<file path="config.mk">
export PLATFORM = sky130hd
export DESIGN_NAME = pid_differential_steering_unit_flat
export DESIGN_NICKNAME = d
export VERILOG_FILES = /design/src/hw/rtl/pds_pkg.sv /design/src/hw/rtl/pds_sensor_if.sv /design/src/hw/rtl/pds_drive_if.sv /design/src/hw/rtl/pds_cfg_if.sv /design/src/hw/rtl/pds_front.sv /design/src/hw/rtl/pds_corr.sv /design/src/hw/rtl/pds_mix.sv /design/src/hw/rtl/pid_differential_steering_unit.sv /design/src/flat_wrapper.sv
export VERILOG_INCLUDE_DIRS = /design/src /design/src/hw/rtl
export SDC_FILE = /design/constraint.sdc
export NUM_CORES = 2
export LEC_CHECK = 0
export BUFFER_PORTS_ARGS = -buffer_cell sky130_fd_sc_hd__buf_4
export CORE_MARGIN = 10
export CORE_UTILIZATION = 47
export CTS_BUF_LIST = sky130_fd_sc_hd__clkbuf_4 sky130_fd_sc_hd__clkbuf_8
export CTS_CLUSTER_SIZE = 8
export DETAILED_ROUTE_END_ITERATION = 12
export HOLD_SLACK_MARGIN = 0.1
export PLACE_DENSITY_LB_ADDON = 0.1
export SLEW_MARGIN = 40
export SYNTH_ARGS = -nofsm -noshare
export SYNTH_HDL_FRONTEND = slang
export SYNTH_SLANG_ARGS = --single-unit
</file>
<file path="constraint.sdc">
create_clock -name clk -period 8.4 [get_ports clk]
set_input_delay 1.68 -clock clk [delete_from_list [all_inputs] [get_ports clk]]
set_output_delay 1.68 -clock clk [all_outputs]
set_load 0.02 [all_outputs]
</file>
<file path="src/hw/rtl/pid_differential_steering_unit_defines.svh">
// assertion macros shared by the steering unit rtl
// expects clk and arst_n in the scope of each use
`ifndef PID_DIFFERENTIAL_STEERING_UNIT_DEFINES_SVH
`define PID_DIFFERENTIAL_STEERING_UNIT_DEFINES_SVH

// same-cycle implication, disabled while in reset
`define PDS_ASSERT_IMP(label, ante, cons, msg) \
	label: assert property (@(posedge clk) disable iff (!arst_n) (ante) |-> (cons)) \
		else $error(msg);

// next-cycle implication, disabled while in reset
`define PDS_ASSERT_NEXT(label, ante, cons, msg) \
	label: assert property (@(posedge clk) disable iff (!arst_n) (ante) |=> (cons)) \
		else $error(msg);

`endif

</file>
<file path="src/hw/rtl/pds_pkg.sv">
// shared types, register codes and helpers of the steering unit
// no dependencies
package pds_pkg;

	localparam int POS_W   = 16;
	localparam int GAIN_W  = 16;
	localparam int SPEED_W = 16;
	localparam int LIMIT_W = 15;
	localparam int IDX_W   = 3;
	localparam int DATA_W  = 16;
	localparam int MAG_W   = 15;

	localparam logic [MAG_W-1:0]   MAG_MAX       = '1;
	localparam logic [LIMIT_W-1:0] LIMIT_RESET   = '1;

	typedef enum logic [IDX_W-1:0] {
		REG_GAIN_P      = 3'd0,
		REG_GAIN_I      = 3'd1,
		REG_GAIN_D      = 3'd2,
		REG_BASE_SPEED  = 3'd3,
		REG_SPEED_LIMIT = 3'd4
	} cfg_reg_t;

	typedef struct packed {
		logic signed [GAIN_W-1:0]  gain_p;
		logic signed [GAIN_W-1:0]  gain_i;
		logic signed [GAIN_W-1:0]  gain_d;
		logic signed [SPEED_W-1:0] base_wheel_speed;
		logic        [LIMIT_W-1:0] speed_limit;
	} cfg_regs_t;

	// clamp a 17 bit signed speed to +/- lim
	function automatic logic signed [SPEED_W-1:0] clamp_speed(
		input logic signed [SPEED_W:0] v,
		input logic [LIMIT_W-1:0] lim
	);
		logic signed [SPEED_W:0] hi;
		logic signed [SPEED_W:0] lo;
		logic signed [SPEED_W:0] r;
		hi = {2'b00, lim};
		lo = -hi;
		if (v > hi) begin
			r = hi;
		end else if (v < lo) begin
			r = lo;
		end else begin
			r = v;
		end
		return r[SPEED_W-1:0];
	endfunction

endpackage

</file>
<file path="src/hw/rtl/pds_sensor_if.sv">
// input channel of the steering unit: one line position per item
// depends on pds_pkg
interface pds_sensor_if;
	import pds_pkg::*;

	logic                    valid;
	logic                    ready;
	logic signed [POS_W-1:0] position;

	modport source (output valid, output position, input ready);
	modport sink (input valid, input position, output ready);
endinterface

</file>
<file path="src/hw/rtl/pds_drive_if.sv">
// output channel of the steering unit: both wheel speeds per item
// depends on pds_pkg
interface pds_drive_if;
	import pds_pkg::*;

	logic                      valid;
	logic                      ready;
	logic signed [SPEED_W-1:0] left_drive;
	logic signed [SPEED_W-1:0] right_drive;

	modport source (output valid, output left_drive, output right_drive, input ready);
	modport sink (input valid, input left_drive, input right_drive, output ready);
endinterface

</file>
<file path="src/hw/rtl/pds_cfg_if.sv">
// register write channel of the steering unit
// depends on pds_pkg
interface pds_cfg_if;
	import pds_pkg::*;

	logic              valid;
	logic              ready;
	logic [IDX_W-1:0]  index;
	logic [DATA_W-1:0] data;

	modport source (output valid, output index, output data, input ready);
	modport sink (input valid, input index, input data, output ready);
endinterface

</file>
<file path="src/hw/rtl/pds_front.sv">
// error stage: derivative difference and clamped integral, first pipeline register
// depends on pds_pkg and the assertion macro header
`include "pid_differential_steering_unit_defines.svh"

module pds_front #(
	parameter int INTEGRAL_LIMIT = 1000,
	parameter int SUM_W          = 11
) (
	input  logic                              clk,
	input  logic                              arst_n,
	input  logic                              in_valid,
	output logic                              in_ready,
	input  logic signed [pds_pkg::POS_W-1:0]  position,
	output logic                              out_valid,
	input  logic                              out_ready,
	output logic signed [pds_pkg::POS_W-1:0]  err_out,
	output logic signed [pds_pkg::POS_W:0]    diff_out,
	output logic signed [SUM_W-1:0]           sum_out
);
	import pds_pkg::*;

	localparam int ACC_W = ((SUM_W > POS_W) ? SUM_W : POS_W) + 1;
	localparam logic signed [ACC_W-1:0] LIM_P = ACC_W'(INTEGRAL_LIMIT);
	localparam logic signed [ACC_W-1:0] LIM_N = -LIM_P;

	logic signed [POS_W-1:0] prev_q;
	logic signed [SUM_W-1:0] sum_q;
	logic                    valid_s1;
	logic signed [POS_W-1:0] err_s1;
	logic signed [POS_W:0]   diff_s1;
	logic signed [SUM_W-1:0] sum_s1;

	logic                    take;
	logic signed [ACC_W-1:0] acc;
	logic signed [ACC_W-1:0] acc_clamped;
	logic signed [POS_W:0]   diff;

	assign in_ready = !valid_s1 || out_ready;
	assign take     = in_valid && in_ready;

	always_comb begin
		acc  = {{(ACC_W-SUM_W){sum_q[SUM_W-1]}}, sum_q}
		     + {{(ACC_W-POS_W){position[POS_W-1]}}, position};
		diff = {position[POS_W-1], position} - {prev_q[POS_W-1], prev_q};
		if (acc > LIM_P) begin
			acc_clamped = LIM_P;
		end else if (acc < LIM_N) begin
			acc_clamped = LIM_N;
		end else begin
			acc_clamped = acc;
		end
	end

	// running state moves on every accepted item
	always_ff @(posedge clk or negedge arst_n) begin
		if (!arst_n) begin
			prev_q   <= '0;
			sum_q    <= '0;
			valid_s1 <= 1'b0;
		end else begin
			if (take) begin
				prev_q <= position;
				sum_q  <= acc_clamped[SUM_W-1:0];
			end
			if (in_ready) begin
				valid_s1 <= in_valid;
			end
		end
	end

	always_ff @(posedge clk) begin
		if (take) begin
			err_s1  <= position;
			diff_s1 <= diff;
			sum_s1  <= acc_clamped[SUM_W-1:0];
		end
	end

	assign out_valid = valid_s1;
	assign err_out   = err_s1;
	assign diff_out  = diff_s1;
	assign sum_out   = sum_s1;

	logic signed [ACC_W-1:0] sum_ext;
	assign sum_ext = {{(ACC_W-SUM_W){sum_q[SUM_W-1]}}, sum_q};

	`PDS_ASSERT_IMP(a_sum_in_range, 1'b1, (sum_ext <= LIM_P) && (sum_ext >= LIM_N), "integral out of range")
	`PDS_ASSERT_NEXT(a_prev_follows, take, prev_q == $past(position), "previous error not updated")
	`PDS_ASSERT_NEXT(a_state_holds, !take, $stable(prev_q) && $stable(sum_q), "state moved without an item")

endmodule

</file>
<file path="src/hw/rtl/pds_corr.sv">
// correction stages: three gain products, then their exact sum
// depends on pds_pkg
module pds_corr #(
	parameter int SUM_W = 11,
	parameter int CW    = 35
) (
	input  logic                              clk,
	input  logic                              arst_n,
	input  pds_pkg::cfg_regs_t                cfg,
	input  logic                              in_valid,
	output logic                              in_ready,
	input  logic signed [pds_pkg::POS_W-1:0]  err_in,
	input  logic signed [pds_pkg::POS_W:0]    diff_in,
	input  logic signed [SUM_W-1:0]           sum_in,
	output logic                              out_valid,
	input  logic                              out_ready,
	output logic signed [CW-1:0]              corr_out
);
	import pds_pkg::*;

	localparam int PP_W = GAIN_W + POS_W;
	localparam int PI_W = GAIN_W + SUM_W;
	localparam int PD_W = GAIN_W + POS_W + 1;

	logic                   valid_s2;
	logic                   valid_s3;
	logic signed [PP_W-1:0] prod_p_s2;
	logic signed [PI_W-1:0] prod_i_s2;
	logic signed [PD_W-1:0] prod_d_s2;
	logic signed [CW-1:0]   corr_s3;

	logic signed [PP_W-1:0] prod_p;
	logic signed [PI_W-1:0] prod_i;
	logic signed [PD_W-1:0] prod_d;
	logic signed [CW-1:0]   corr;
	logic                   open_s3;

	assign open_s3  = !valid_s3 || out_ready;
	assign in_ready = !valid_s2 || open_s3;

	always_comb begin
		prod_p = $signed(cfg.gain_p) * err_in;
		prod_i = $signed(cfg.gain_i) * sum_in;
		prod_d = $signed(cfg.gain_d) * diff_in;
		corr   = {{(CW-PP_W){prod_p_s2[PP_W-1]}}, prod_p_s2}
		       + {{(CW-PI_W){prod_i_s2[PI_W-1]}}, prod_i_s2}
		       + {{(CW-PD_W){prod_d_s2[PD_W-1]}}, prod_d_s2};
	end

	always_ff @(posedge clk or negedge arst_n) begin
		if (!arst_n) begin
			valid_s2 <= 1'b0;
			valid_s3 <= 1'b0;
		end else begin
			if (in_ready) begin
				valid_s2 <= in_valid;
			end
			if (open_s3) begin
				valid_s3 <= valid_s2;
			end
		end
	end

	always_ff @(posedge clk) begin
		if (in_valid && in_ready) begin
			prod_p_s2 <= prod_p;
			prod_i_s2 <= prod_i;
			prod_d_s2 <= prod_d;
		end
		if (valid_s2 && open_s3) begin
			corr_s3 <= corr;
		end
	end

	assign out_valid = valid_s3;
	assign corr_out  = corr_s3;

endmodule

</file>
<file path="src/hw/rtl/pds_mix.sv">
// mixing stages: correction magnitude, then wheel speeds and limit clamp
// depends on pds_pkg and the assertion macro header
`include "pid_differential_steering_unit_defines.svh"

module pds_mix #(
	parameter int GAIN_FRAC_BITS = 8,
	parameter int CW             = 35
) (
	input  logic                                clk,
	input  logic                                arst_n,
	input  pds_pkg::cfg_regs_t                  cfg,
	input  logic                                in_valid,
	output logic                                in_ready,
	input  logic signed [CW-1:0]                corr_in,
	output logic                                out_valid,
	input  logic                                out_ready,
	output logic signed [pds_pkg::SPEED_W-1:0]  left_drive,
	output logic signed [pds_pkg::SPEED_W-1:0]  right_drive
);
	import pds_pkg::*;

	logic                      valid_s4;
	logic [MAG_W-1:0]          mag_s4;
	logic                      left_s4;
	logic                      valid_q;
	logic signed [SPEED_W-1:0] left_q;
	logic signed [SPEED_W-1:0] right_q;

	logic [CW-1:0]             mag_full;
	logic [CW-1:0]             mag_shift;
	logic [MAG_W-1:0]          mag_sat;
	logic                      corr_pos;
	logic signed [SPEED_W:0]   base_ext;
	logic signed [SPEED_W:0]   slowed;
	logic signed [SPEED_W-1:0] left_n;
	logic signed [SPEED_W-1:0] right_n;
	logic                      open_q;

	assign open_q   = !valid_q || out_ready;
	assign in_ready = !valid_s4 || open_q;

	always_comb begin
		mag_full  = corr_in[CW-1] ? CW'(-corr_in) : CW'(corr_in);
		mag_shift = mag_full >> GAIN_FRAC_BITS;
		mag_sat   = (|mag_shift[CW-1:MAG_W]) ? MAG_MAX : mag_shift[MAG_W-1:0];
		corr_pos  = !corr_in[CW-1] && (|corr_in);

		base_ext = {cfg.base_wheel_speed[SPEED_W-1], cfg.base_wheel_speed};
		slowed   = base_ext - {2'b00, mag_s4};
		left_n   = clamp_speed(left_s4 ? slowed : base_ext, cfg.speed_limit);
		right_n  = clamp_speed(left_s4 ? base_ext : slowed, cfg.speed_limit);
	end

	always_ff @(posedge clk or negedge arst_n) begin
		if (!arst_n) begin
			valid_s4 <= 1'b0;
			valid_q  <= 1'b0;
		end else begin
			if (in_ready) begin
				valid_s4 <= in_valid;
			end
			if (open_q) begin
				valid_q <= valid_s4;
			end
		end
	end

	always_ff @(posedge clk) begin
		if (in_valid && in_ready) begin
			mag_s4  <= mag_sat;
			left_s4 <= corr_pos;
		end
		if (valid_s4 && open_q) begin
			left_q  <= left_n;
			right_q <= right_n;
		end
	end

	assign out_valid   = valid_q;
	assign left_drive  = left_q;
	assign right_drive = right_q;

	logic signed [SPEED_W:0]   lim_ext;
	logic signed [SPEED_W:0]   left_ext;
	logic signed [SPEED_W:0]   right_ext;
	logic signed [SPEED_W-1:0] base_lim;
	assign lim_ext   = {2'b00, cfg.speed_limit};
	assign left_ext  = {left_q[SPEED_W-1], left_q};
	assign right_ext = {right_q[SPEED_W-1], right_q};
	assign base_lim  = clamp_speed(base_ext, cfg.speed_limit);

	`PDS_ASSERT_IMP(a_left_limit, valid_q, (left_ext <= lim_ext) && (left_ext >= -lim_ext), "left speed beyond limit")
	`PDS_ASSERT_IMP(a_right_limit, valid_q, (right_ext <= lim_ext) && (right_ext >= -lim_ext), "right speed beyond limit")
	`PDS_ASSERT_IMP(a_one_wheel_slowed, valid_q, (left_q == base_lim) || (right_q == base_lim), "both wheels corrected")

endmodule

</file>
<file path="src/hw/rtl/pid_differential_steering_unit.sv">
// each result passes stages 1 to 4 and the output register before it is offered
// throughput: one item per cycle while drive.ready is high; five register stages
//   each advance alone: bubbles close up; a held result lets earlier stages fill
// reset (arst_n low, asynchronous): pipeline emptied, previous error and integral
//   cleared, gains and base speed 0, speed limit 32767
// depends on pds_pkg, the channel interfaces, pds_front, pds_corr and pds_mix
module pid_differential_steering_unit #(
	parameter int GAIN_FRAC_BITS = 8,
	parameter int INTEGRAL_LIMIT = 1000
) (
	input  logic      clk,
	input  logic      arst_n,
	pds_cfg_if.sink   cfg,
	pds_sensor_if.sink sensor,
	pds_drive_if.source drive
);
	import pds_pkg::*;

	// integral width: enough for +/- INTEGRAL_LIMIT in two's complement
	localparam int SUM_W = $clog2(INTEGRAL_LIMIT + 1) + 1;
	// correction width: widest product plus two bits of growth for the three-way sum
	localparam int PI_W  = GAIN_W + SUM_W;
	localparam int PD_W  = GAIN_W + POS_W + 1;
	localparam int CW    = ((PI_W > PD_W) ? PI_W : PD_W) + 2;

	// configuration registers: the user writes them only while the pipeline is empty;
	// the block does not enforce this, and later stages read them live
	cfg_regs_t regs_q;

	assign cfg.ready = 1'b1;

	always_ff @(posedge clk or negedge arst_n) begin
		if (!arst_n) begin
			regs_q.gain_p           <= '0;
			regs_q.gain_i           <= '0;
			regs_q.gain_d           <= '0;
			regs_q.base_wheel_speed <= '0;
			regs_q.speed_limit      <= LIMIT_RESET;
		end else if (cfg.valid) begin
			unique case (cfg_reg_t'(cfg.index))
				REG_GAIN_P:      regs_q.gain_p           <= cfg.data;
				REG_GAIN_I:      regs_q.gain_i           <= cfg.data;
				REG_GAIN_D:      regs_q.gain_d           <= cfg.data;
				REG_BASE_SPEED:  regs_q.base_wheel_speed <= cfg.data;
				REG_SPEED_LIMIT: regs_q.speed_limit      <= cfg.data[LIMIT_W-1:0];
				default: begin
					// unused register index, write dropped
				end
			endcase
		end
	end

	// stage 1: error difference and clamped integral
	logic                    front_valid;
	logic                    front_ready;
	logic signed [POS_W-1:0] front_err;
	logic signed [POS_W:0]   front_diff;
	logic signed [SUM_W-1:0] front_sum;

	pds_front #(
		.INTEGRAL_LIMIT (INTEGRAL_LIMIT),
		.SUM_W          (SUM_W)
	) u_front (
		.clk       (clk),
		.arst_n    (arst_n),
		.in_valid  (sensor.valid),
		.in_ready  (sensor.ready),
		.position  (sensor.position),
		.out_valid (front_valid),
		.out_ready (front_ready),
		.err_out   (front_err),
		.diff_out  (front_diff),
		.sum_out   (front_sum)
	);

	// stages 2 and 3: gain products, then the exact correction
	logic                 corr_valid;
	logic                 corr_ready;
	logic signed [CW-1:0] corr;

	pds_corr #(
		.SUM_W (SUM_W),
		.CW    (CW)
	) u_corr (
		.clk       (clk),
		.arst_n    (arst_n),
		.cfg       (regs_q),
		.in_valid  (front_valid),
		.in_ready  (front_ready),
		.err_in    (front_err),
		.diff_in   (front_diff),
		.sum_in    (front_sum),
		.out_valid (corr_valid),
		.out_ready (corr_ready),
		.corr_out  (corr)
	);

	// stage 4 and output register: magnitude with saturation, wheel select, limit clamp
	pds_mix #(
		.GAIN_FRAC_BITS (GAIN_FRAC_BITS),
		.CW             (CW)
	) u_mix (
		.clk         (clk),
		.arst_n      (arst_n),
		.cfg         (regs_q),
		.in_valid    (corr_valid),
		.in_ready    (corr_ready),
		.corr_in     (corr),
		.out_valid   (drive.valid),
		.out_ready   (drive.ready),
		.left_drive  (drive.left_drive),
		.right_drive (drive.right_drive)
	);

endmodule
</file>
<file path="src/flat_wrapper.sv">
// flat-port wrapper written by rule: the top's interface ports become plain ports
module pid_differential_steering_unit_flat import pds_pkg::*;
#(
	parameter int GAIN_FRAC_BITS = 8,
	parameter int INTEGRAL_LIMIT = 1000
)
  (clk, arst_n, cfg_valid, cfg_index, cfg_data, cfg_ready, sensor_valid, sensor_position, sensor_ready, drive_valid, drive_left_drive, drive_right_drive, drive_ready);
  pds_cfg_if cfg_i ();
  pds_sensor_if sensor_i ();
  pds_drive_if drive_i ();
  input  logic clk;
  input  logic arst_n;
  input wire logic [$bits(cfg_i.valid)-1:0] cfg_valid;
  input wire logic [$bits(cfg_i.index)-1:0] cfg_index;
  input wire logic [$bits(cfg_i.data)-1:0] cfg_data;
  output wire logic [$bits(cfg_i.ready)-1:0] cfg_ready;
  input wire logic [$bits(sensor_i.valid)-1:0] sensor_valid;
  input wire logic [$bits(sensor_i.position)-1:0] sensor_position;
  output wire logic [$bits(sensor_i.ready)-1:0] sensor_ready;
  output wire logic [$bits(drive_i.valid)-1:0] drive_valid;
  output wire logic [$bits(drive_i.left_drive)-1:0] drive_left_drive;
  output wire logic [$bits(drive_i.right_drive)-1:0] drive_right_drive;
  input wire logic [$bits(drive_i.ready)-1:0] drive_ready;
  assign cfg_i.valid = cfg_valid;
  assign cfg_i.index = cfg_index;
  assign cfg_i.data = cfg_data;
  assign cfg_ready = cfg_i.ready;
  assign sensor_i.valid = sensor_valid;
  assign sensor_i.position = sensor_position;
  assign sensor_ready = sensor_i.ready;
  assign drive_valid = drive_i.valid;
  assign drive_left_drive = drive_i.left_drive;
  assign drive_right_drive = drive_i.right_drive;
  assign drive_i.ready = drive_ready;
  pid_differential_steering_unit #(.GAIN_FRAC_BITS(GAIN_FRAC_BITS), .INTEGRAL_LIMIT(INTEGRAL_LIMIT)) u_core (.clk(clk), .arst_n(arst_n), .cfg(cfg_i), .sensor(sensor_i), .drive(drive_i));
endmodule
</file>
==> impl_metrics.csv <==
group,metric,value,unit
floorplanning,top_level_ports,75,
placed_design,buffer_ports.inserted,73,
setup_path,crit_path_start_kind,"flop",
run,max_cap_viol_count,0,
synthesis,synth-seq-area-share,20.5,%
placed_design,dpl-instance-area,0.0474,mm²
synthesis,netlist-cell-type-count,82,
clock_network,cts-root-to-sink-buffers,3,
synthesis,synth_async_sr_flop_share,33.7,%
finish,multi_input_area,0.0324,mm²
setup_path,worst_path_required_time,8.84,ns
timing,finalMaxSlewViolations,0,
finish,sequential_cell_area_in_the_final_layout,0.00935,mm²
route,antenna_left,0,
grt,grt_util_met1,30.3,%
setup_path,worst_path_most_repeated_cell,"sky130_fd_sc_hd__fa_1",
timing,timing.final.hold_violations,0,
timing,post-route-worst-setup-slack,1.49,ns
status,status,"complete, no violations",
timing,fin_crit_sh,82.3,%
clock_network,postCtsHoldBufs,0,
finish,flow.area_growth_from_synthesis,7.53,%
route,post_drt_via_cell_ratio,5.35,
synthesis,synth_largest_type_area_fraction,32.4,%
floorplanning,design.core.area,0.0964,mm²
timing,timing_worst_slew_pin_value,0.895,ns
route,detail_route.iter0.violations,2010,
synthesis,synth_area_leaders,"sky130_fd_sc_hd__fa_1 32%, sky130_fd_sc_hd__edfxtp_1 14%, sky130_fd_sc_hd__ha_1 10%",
route,vias_after_detailed_routing,31900,
clock_network,clock_tree.root_cell,"sky130_fd_sc_hd__clkbuf_8",
synthesis,synthesis.area,0.0455,mm²
synthesis,syn_inst,4615,
clock_network,clock_tree.htree_level_count,3,
grt,wire_length_of_the_first_global_routing_pass,193,mm
setup_path,worst_path_largest_cell_delay,0.96,ns
placed_design,gp_routability_congestion,0.881,
route,totalWireLength,121,mm
floorplanning,die_height,331,µm
floorplanning,start_util,47.2,%
grt,grt.met2_usage,37.5,%
clock_network,clock_insertion_delay_worst_skew,0.71,ns
synthesis,postSynthAreaPerCell,9.87,µm²
timing,slew_headroom,40.1,%
clock_network,cts_buffers,68,
floorplanning,design.die.area,0.110,mm²
clock_network,tritoncts,"built",
synthesis,mappedNetlistNets,5757,
placed_design,detailedPlace.worstSlack,1.48,ns
timing,period_minus_slack,6.91,ns
route,first_pass_iters,5,
finish,filler_cell_count,9148,
clock_network,cts_resized,0,
floorplanning,placementRows,114,
clock_network,clock_slew_at_reported_path_ffs,0.07,ns
timing,setup_total_negative_slack,0,ns
timing,achievable-frequency,145,MHz
finish,design.final.nets,5779,
synthesis,synth_area_leader_cell,"sky130_fd_sc_hd__fa_1",
placed_design,post-dp-hpwl,96.6,mm
clock_network,cts_setup_buffers,0,
grt,use_met3,2.77,%
timing,hold_ws,0.499,ns
synthesis,netlist_top_cells_count,"886 x sky130_fd_sc_hd__inv_1, 737 x sky130_fd_sc_hd__fa_1, 467 x sky130_fd_sc_hd__nand2_1",
timing,rsz0062_at_grt,"false",
timing,setup-violations-final,0,
finish,share_of_post_route_cells_with_drive_strength_above_1,7.67,%
synthesis,synth-seq-cells,329,
synthesis,synth_most_common_cell,"sky130_fd_sc_hd__inv_1",
grt,grt_start_max_net_pins,52,
clock_network,numClockSinks,329,
floorplanning,die_width,331,µm
setup_path,crit_path_max_fanout,18,
grt,overflow,0,
setup_path,cp_data_arrival_time,7.35,ns
finish,stdcell_area,0.0490,mm²
setup_path,crit_path_top_delay_cell,"sky130_fd_sc_hd__fa_1",
setup_path,path_class,"flop to flop",
setup_path,critical_path.cell_chain,"nand2_1, inv_1, fa_1, fa_1, fa_1, fa_1, fa_1, inv_1, fa_1, inv_1, ha_1, a21o_1, a21o_1, a21o_1, or3_1, a31o_2, nand2_1, nor3_1, a311o_1",
grt,gr-usage-all-layers,22.2,%
timing,clock-skew-final,0.0571,ns
grt,number_of_global_route_vias_before_repair,33100,
synthesis,ys.warnings.count,0,
route,wl_per_cell,20.3,µm
setup_path,setup.worst_path.end_class,"flop",
synthesis,most_frequently_used_flop_master_after_synthesis,"sky130_fd_sc_hd__edfxtp_1",
grt,initial_antenna_violation_count,8,
synthesis,post_synth_edffs,218,
grt,global_route.peak_usage_layer,"met2",
route,remaining_drc_errors,0,
worst_hold_path,holdCritPathClass,"flop to flop",
[state kept, by name, indices dropped and copies added (netlist names)]
signal / count
u_core.u_mix.left_drive: 16
u_core.u_corr.prod_d_s2: 33
u_core.u_front.prev_q: 16
u_core.u_front.err_out: 16
u_core.u_front.diff_out: 17
u_core.u_mix.right_drive: 16
u_core.regs_q: 79
u_core.u_mix.left_s4: 1
u_core.u_corr.prod_i_s2: 27
u_core.u_front.sum_q: 11
u_core.u_corr.prod_p_s2: 32
u_core.u_mix.mag_s4: 15
u_core.u_corr.corr_out: 34
u_core.u_corr.valid_s2: 1
u_core.u_corr.out_valid: 1
u_core.u_mix.valid_s4: 1
u_core.u_front.out_valid: 1
u_core.u_mix.out_valid: 1
u_core.u_front.sum_out: 11
[area by class of cell]
type,instances,area share (%)
inverter,886,6.80
multi-input combinational,3247,66.1
clock inverter,25,0.593
timing repair buffer,105,1.67
sequential,329,19.1
clock buffer,100,2.49
tap,1276,3.26
antenna,2,0.0102
[path summary, 6_finish.rpt]
path / cells after the start / startpoint / slack [ns] / to
max: 19 / u_core.regs_q[35]$_DFFE_PN0P_ / 1.49 / u_core.u_corr.prod_d_s2[31]$_DFFE_PP_
min: 1 / u_core.u_corr.valid_s2$_DFFE_PN0P_ / 0.50 / u_core.u_corr.out_valid$_DFFE_PN0P_
max reg2reg: 19 / u_core.regs_q[35]$_DFFE_PN0P_ / 1.49 / u_core.u_corr.prod_d_s2[31]$_DFFE_PP_
min reg2reg: 1 / u_core.u_corr.valid_s2$_DFFE_PN0P_ / 0.50 / u_core.u_corr.out_valid$_DFFE_PN0P_
max in group asynchronous: 3 / arst_n / 5.81 / u_core.regs_q[25]$_DFFE_PN0P_
min in group asynchronous: 1 / arst_n / 0.89 / u_core.u_front.sum_q[10]$_DFFE_PN0P_
[critical path: cells and delay by family, from the launching register on]
kind | cells | cell delay (ns)
fa+ha+maj | 7 | 3.87
compound gates | 5 | 1.15
flops | 1 | 0.72
simple gates | 4 | 0.65
buf+inv | 3 | 0.26
[metal layers]
metal / wire length (µm) / vias up / share of wire, %
li1: - / 14800 / -
met1: 54300 / 16300 / 45
met2: 58700 / 727 / 49
met3: 5230 / 159 / 4.3
met4: 2820 / 2 / 2.3
met5: 16 / - / 0.013
[through the flow]
stage                     std cells  utilization, %
after floorplan                4615               -
after global placement         5839            49.1
after detailed placement       5842            49.2
after CTS                      5967            50.8
after global routing           5968            50.8
final                          5970            50.8
[cell families after synthesis]
group,after synthesis,share of synthesized area [%]
mux,112,2.70
fa+ha+maj,1102,42.4
other cells,1,0.00823
buf+inv,1039,8.59
compound gates,567,8.04
simple gates,1279,14.1
flops,329,20.5
xor+xnor,186,3.58
[placed cells by master (no fill, tap or decap), types with 115 or more instances in the layout]
cell and instances:
sky130_fd_sc_hd__edfxtp_1 218, sky130_fd_sc_hd__inv_1 885, sky130_fd_sc_hd__nor2_1 152, sky130_fd_sc_hd__xnor2_1 140
sky130_fd_sc_hd__o21ai_0 115, sky130_fd_sc_hd__ha_1 365, sky130_fd_sc_hd__nand2_1 466, sky130_fd_sc_hd__a21oi_1 147
sky130_fd_sc_hd__fa_1 737, sky130_fd_sc_hd__and2_1 354
Power is left out: the tool's default activity adds up to more than one toggle a clock period on the data nets, which glitch-free logic cannot reach.
